==> src/rtl/bth_pkg.sv <==
`timescale 1ns / 1ps
// ----------------------------------------------------------------------------
// bth_pkg: shared definitions for the block table heap allocator
// Holds entry flag positions, item and status codes, register indexes and
// the control group that the core broadcasts to the cell row.
// ----------------------------------------------------------------------------
package bth_pkg;

  // Field widths of the channels and the table size register.
  localparam int unsigned ADDR_W    = 32;
  localparam int unsigned CFG_IDX_W = 1;
  localparam int unsigned TBL_CFG_W = 11;

  // Entry flag bit positions.
  localparam int unsigned ENT_TAKEN = 0;
  localparam int unsigned ENT_FIRST = 1;
  localparam int unsigned ENT_NEXT  = 2;
  localparam int unsigned ENT_W     = 3;

  // Item kinds.
  localparam logic KIND_ALLOC = 1'b0;
  localparam logic KIND_FREE  = 1'b1;

  // Result status codes.
  localparam logic STATUS_OK   = 1'b0;
  localparam logic STATUS_FAIL = 1'b1;

  // Configuration register indexes.
  localparam logic [CFG_IDX_W-1:0] CFG_HEAP_BASE    = 1'b0;
  localparam logic [CFG_IDX_W-1:0] CFG_TABLE_BLOCKS = 1'b1;

  // Control group driven from the core to every cell.
  typedef struct packed {
    logic is_free;
    logic mark;
  } ctrl_t;

endpackage

==> src/rtl/bth_cell.sv <==
`timescale 1ns / 1ps
// ----------------------------------------------------------------------------
// bth_cell: one block table entry
// Holds the entry flags, advances the scan or free wave by one position per
// cycle and takes part in the marking of an allocated run.
// ----------------------------------------------------------------------------
module bth_cell #(
  parameter int unsigned IDX  = 0,
  parameter int unsigned IDXW = 10,
  parameter int unsigned CNTW = 11
) (
  input  logic            clk,
  input  logic            rst,
  input  bth_pkg::ctrl_t  ctrl,
  input  logic [CNTW-1:0] n_used,
  input  logic [CNTW-1:0] need,
  input  logic            free_ok,
  input  logic [IDXW-1:0] free_idx,
  input  logic [IDXW-1:0] mark_start,
  input  logic [CNTW-1:0] mark_end,
  input  logic            in_valid,
  input  logic [CNTW-1:0] in_run,
  input  logic [IDXW-1:0] in_start,
  input  logic            in_found,
  input  logic            in_clr,
  output logic            out_valid,
  output logic [CNTW-1:0] out_run,
  output logic [IDXW-1:0] out_start,
  output logic            out_found,
  output logic            out_clr
);

  localparam logic [CNTW-1:0] MY_CNT  = CNTW'(IDX);
  localparam logic [CNTW-1:0] MY_NEXT = CNTW'(IDX + 1);
  localparam logic [IDXW-1:0] MY_IDX  = IDXW'(IDX);

  logic [bth_pkg::ENT_W-1:0] entry;
  logic [bth_pkg::ENT_W-1:0] entry_next;
  logic                      in_use;
  logic                      clear_here;
  logic [CNTW-1:0]           run_next;
  logic [IDXW-1:0]           start_next;
  logic                      found_next;

  assign in_use     = MY_CNT < n_used;
  assign clear_here = in_valid && ctrl.is_free && in_use &&
                      (in_clr || (free_ok && free_idx == MY_IDX));

  // Scan step: extend or restart the current free run.
  always_comb begin
    run_next   = in_run;
    start_next = in_start;
    found_next = in_found;
    if (in_use && !in_found) begin
      if (entry[bth_pkg::ENT_TAKEN]) begin
        run_next = '0;
      end else begin
        if (in_run == '0) begin
          start_next = MY_IDX;
        end
        run_next   = in_run + 1'b1;
        found_next = (in_run + 1'b1) == need;
      end
    end
  end

  // Entry update: clear on the free wave, set when the run is marked.
  always_comb begin
    entry_next = entry;
    if (clear_here) begin
      entry_next = '0;
    end else if (ctrl.mark && MY_IDX >= mark_start && MY_CNT < mark_end) begin
      entry_next                     = '0;
      entry_next[bth_pkg::ENT_TAKEN] = 1'b1;
      entry_next[bth_pkg::ENT_FIRST] = MY_IDX == mark_start;
      entry_next[bth_pkg::ENT_NEXT]  = MY_NEXT < mark_end;
    end
  end

  always_ff @(posedge clk) begin
    if (rst) begin
      entry     <= '0;
      out_valid <= 1'b0;
    end else begin
      entry     <= entry_next;
      out_valid <= in_valid;
    end
  end

  // Wave payload holds its last value once the wave has passed.
  always_ff @(posedge clk) begin
    if (in_valid) begin
      out_run   <= run_next;
      out_start <= start_next;
      out_found <= found_next;
      out_clr   <= clear_here && entry[bth_pkg::ENT_NEXT];
    end
  end

endmodule
==> config.mk <==
export PLATFORM = sky130hd
export DESIGN_NAME = bth_cell
export DESIGN_NICKNAME = d
export VERILOG_FILES = /design/src/rtl/bth_pkg.sv /design/src/rtl/bth_cell.sv
export SDC_FILE = /design/constraint.sdc
export NUM_CORES = 1
export LEC_CHECK = 0
export BUFFER_PORTS_ARGS = -buffer_cell sky130_fd_sc_hd__buf_2
export CAP_MARGIN = 20
export CELL_PAD_IN_SITES_DETAIL_PLACEMENT = 0
export CELL_PAD_IN_SITES_GLOBAL_PLACEMENT = 1
export CORE_MARGIN = 2
export CORE_UTILIZATION = 32
export DETAILED_ROUTE_END_ITERATION = 8
export PLACE_DENSITY = 0.83
export SYNTH_ARGS = -nofsm -noshare
export SYNTH_HDL_FRONTEND = slang
export SYNTH_SLANG_ARGS = --single-unit
==> constraint.sdc <==
create_clock -name clk -period 3.83 [get_ports clk]
set_input_delay 0.766 -clock clk [delete_from_list [all_inputs] [get_ports clk]]
set_output_delay 0.766 -clock clk [all_outputs]
set_load 0.005 [all_outputs]
==> results.json <==
{
  "timing_worst_setup_path_type": "primary input to register",
  "power_density_nw_per_um2": 303,
  "grt_use_met3": 0.0247,
  "rsz0062_at_grt": "false",
  "final_common_cell": "buf_2",
  "reg2reg_slack_ns": 2.23,
  "syn_inst": 182,
  "max_freq_ghz": 0.418,
  "hold_ws_ns": 0.541,
  "grt_overflow_total": 0,
  "post_cts_buffers": 0,
  "final_antenna_net_count": 0,
  "die_area_sq_um": 5900,
  "finClkSkew_ns": 0.00457,
  "ios": 106,
  "clkLatencyLatePin_ns": 0.27,
  "hold_class": "register to register",
  "grt_pass1_wl_um": 6910,
  "syn2layout_area_growth_pct": 36.5,
  "power.total_w": 0.000700,
  "grt_pass1_vias": 1532,
  "worstSetupStartpointType": "primary input",
  "cts.clk_slew.worst_paths_ns": 0.10,
  "grt_busiest_layer": "met2",
  "cts_tree": "done",
  "track_usage": 0.145,
  "grt_max_degree": 26,
  "cts_max_path_buffers": 2,
  "via_per_inst": 4.85,
  "cap_violations": 0,
  "port_buffers": 105,
  "status": "finished, final reports clean",
  "numCtsBuffers": 3,
  "drive_gt1_frac": 0.401,
  "start_util": 0.332,
  "power_frac_comb": 0.196,
  "timing.setup.tns_ns": 0,
  "n_antenna_cell": 0,
  "end_kind": "register",
  "tightest_slew_ns": 0.674,
  "vias": 1691,
  "cp.required_ns": 3.84,
  "postSynth.asyncResetShare": 0,
  "slew_viol_final": 0,
  "r2r_start": "entry[0]",
  "holdPathEnd": "out_clr",
  "layout_common_cells": "105 x buf_2, 23 x edfxtp_1, 18 x nand2_1",
  "gr-usage-met2": 0.256,
  "root_buffer": "clkbuf_8",
  "cp_max_fo": 12,
  "ff2ff_path_depth": 4,
  "wl_per_cell_um": 12.3,
  "antenna_found_initial": 0,
  "rows": 26,
  "ir_worst_vdd_mv": 0.134,
  "rr_endpoint": "out_start[7]",
  "die_h_um": 76.8,
  "initialDrtViolationCount": 50,
  "dp_hpwl_um": 3400,
  "critPathArrivalTime_ns": 2.41,
  "htree_levels": 1,
  "synth-main-ff-cell": "edfxtp_1",
  "cts_hold_buffers": 0,
  "fillers": 519,
  "leakagePower_nw": 0.994,
  "gp_congestion": 0.842,
  "setup_viol": 0,
  "die_w_um": 76.8,
  "min_from": "entry[2]",
  "met1_usage": 0.181,
  "cts.sink_count": 26,
  "hold_violations": 0,
  "syn_area_per_cell_sq_um": 9.32,
  "holdPathStages": 1,
  "seq_area_frac_synth": 0.443,
  "pwr-share-clk": 0.329,
  "synth_area_sq_um": 1700,
  "fin_cells": 349,
  "place_inst": 345,
  "drt_wl_total_um": 4290,
  "synth_edf_count": 23,
  "finalCritPeriodShare": 0.625,
  "cp-startpoint": "n_used[10]",
  "pwr-share-seq": 0.475,
  "drc_errors": 0,
  "cts_resized": 0,
  "switchingPower_w": 0.000163,
  "synth_warnings": 0,
  "relSlewSlack": 0.549,
  "fin_crit_ns": 2.39,
  "internal_power_w": 0.000537,
  "power.share.switching": 0.233,
  "ys_ff_latch": 26,
  "design.core.area_sq_um": 5110,
  "drt_pass1_iterations": 4,
  "final_nets": 364,
  "syn_nets": 266,
  "synth_cell_types": 39
}
[layer usage]
| layer | up-vias | wire length, um |
|---|---|---|
| met3 | 2 | 295 |
| li1 | 868 | - |
| met2 | 74 | 2020 |
| met4 | 0 | 26 |
| met1 | 747 | 1950 |
| met5 | - | 0 |
[how the worst max path moves through the flow]
stage / end / depth (start not counted)
final: out_run[6] / 7
after global routing: out_found / 7
after CTS: out_found / 7
after detailed placement: out_found / 7
after global placement: out_found / 7
after floorplan: out_found / 5
[synthesized netlist by cell type (2+ instances only)]
| cell type | n | area (sq um) |
|---|---|---|
| nor2b_1 | 11 | 68.8 |
| a21oi_1 | 11 | 55.1 |
| inv_1 | 6 | 22.5 |
| and3_1 | 3 | 18.8 |
| nor4_1 | 8 | 50.1 |
| and4_1 | 3 | 26.3 |
| dfxtp_1 | 3 | 60.1 |
| a22o_1 | 2 | 17.5 |
| nand2_1 | 18 | 67.6 |
| o21ai_0 | 14 | 70.1 |
| nor3_1 | 13 | 65.1 |
| ha_1 | 2 | 25.0 |
| nor4b_1 | 2 | 17.5 |
| nand3_1 | 6 | 30.0 |
| buf_2 | 8 | 40.0 |
| clkbuf_1 | 2 | 7.51 |
| buf_4 | 2 | 15.0 |
| and2_1 | 3 | 18.8 |
| a31oi_1 | 2 | 12.5 |
| edfxtp_1 | 23 | 691 |
| xor2_1 | 7 | 61.3 |
| nor2_1 | 5 | 18.8 |
| nand4_1 | 5 | 31.3 |
| or4_1 | 2 | 15.0 |
| xnor2_1 | 7 | 61.3 |
[worst max-delay path: stages]
cell     delay [ns]
buf_2          0.10
or4_4          0.54
o31ai_4        0.46
buf_4          0.27
nor3_1         0.07
a21oi_1        0.12
o21ai_0        0.09
[metrics by stage]
stage	cell area (sq um)	setup slack, ns	util
floorplan	1700	1.57	-
global placement	2240	1.07	0.439
detailed placement	2240	1.14	0.439
CTS	2310	1.44	0.453
global route	2310	1.26	0.453
finish	2310	1.44	0.453
[cell type report]
class | instances | area (sq um) | area share
Clock buffer | 3 | 41.3 | 0.0178
Inverter | 6 | 22.5 | 0.00973
Tap cell | 70 | 87.6 | 0.0379
Clock inverter | 1 | 30.0 | 0.0130
Timing Repair Buffer | 106 | 533 | 0.230
Sequential cell | 26 | 751 | 0.324
Multi-Input combinational cell | 137 | 848 | 0.367
[power groups by stage]
stage / sequential [W] / combinational (W) / clock [W]
after floorplan: 0.000343 / 0.0000635 / 0
after global placement: 0.000339 / 0.000137 / 0
after detailed placement: 0.000339 / 0.000139 / 0
after CTS: 0.000333 / 0.000139 / 0.000235
after global routing: 0.000334 / 0.000155 / 0.000244
final: 0.000332 / 0.000138 / 0.000230
[sequential cells by signal, indices dropped and copies added (netlist names)]
signal / cells
out_found: 1
out_valid: 1
out_run: 11
out_clr: 1
entry: 2
out_start: 10
[cells by family after synthesis]
family                   share of synthesized area
AO/OA/AOI/OAI                                0.137
AND/OR/NAND/NOR                              0.276
buffers and inverters                       0.0568
XOR/XNOR                                    0.0723
adder cells (fa/ha/maj)                     0.0148
flip-flops                                   0.443
Power figures use the tool's default switching activity.
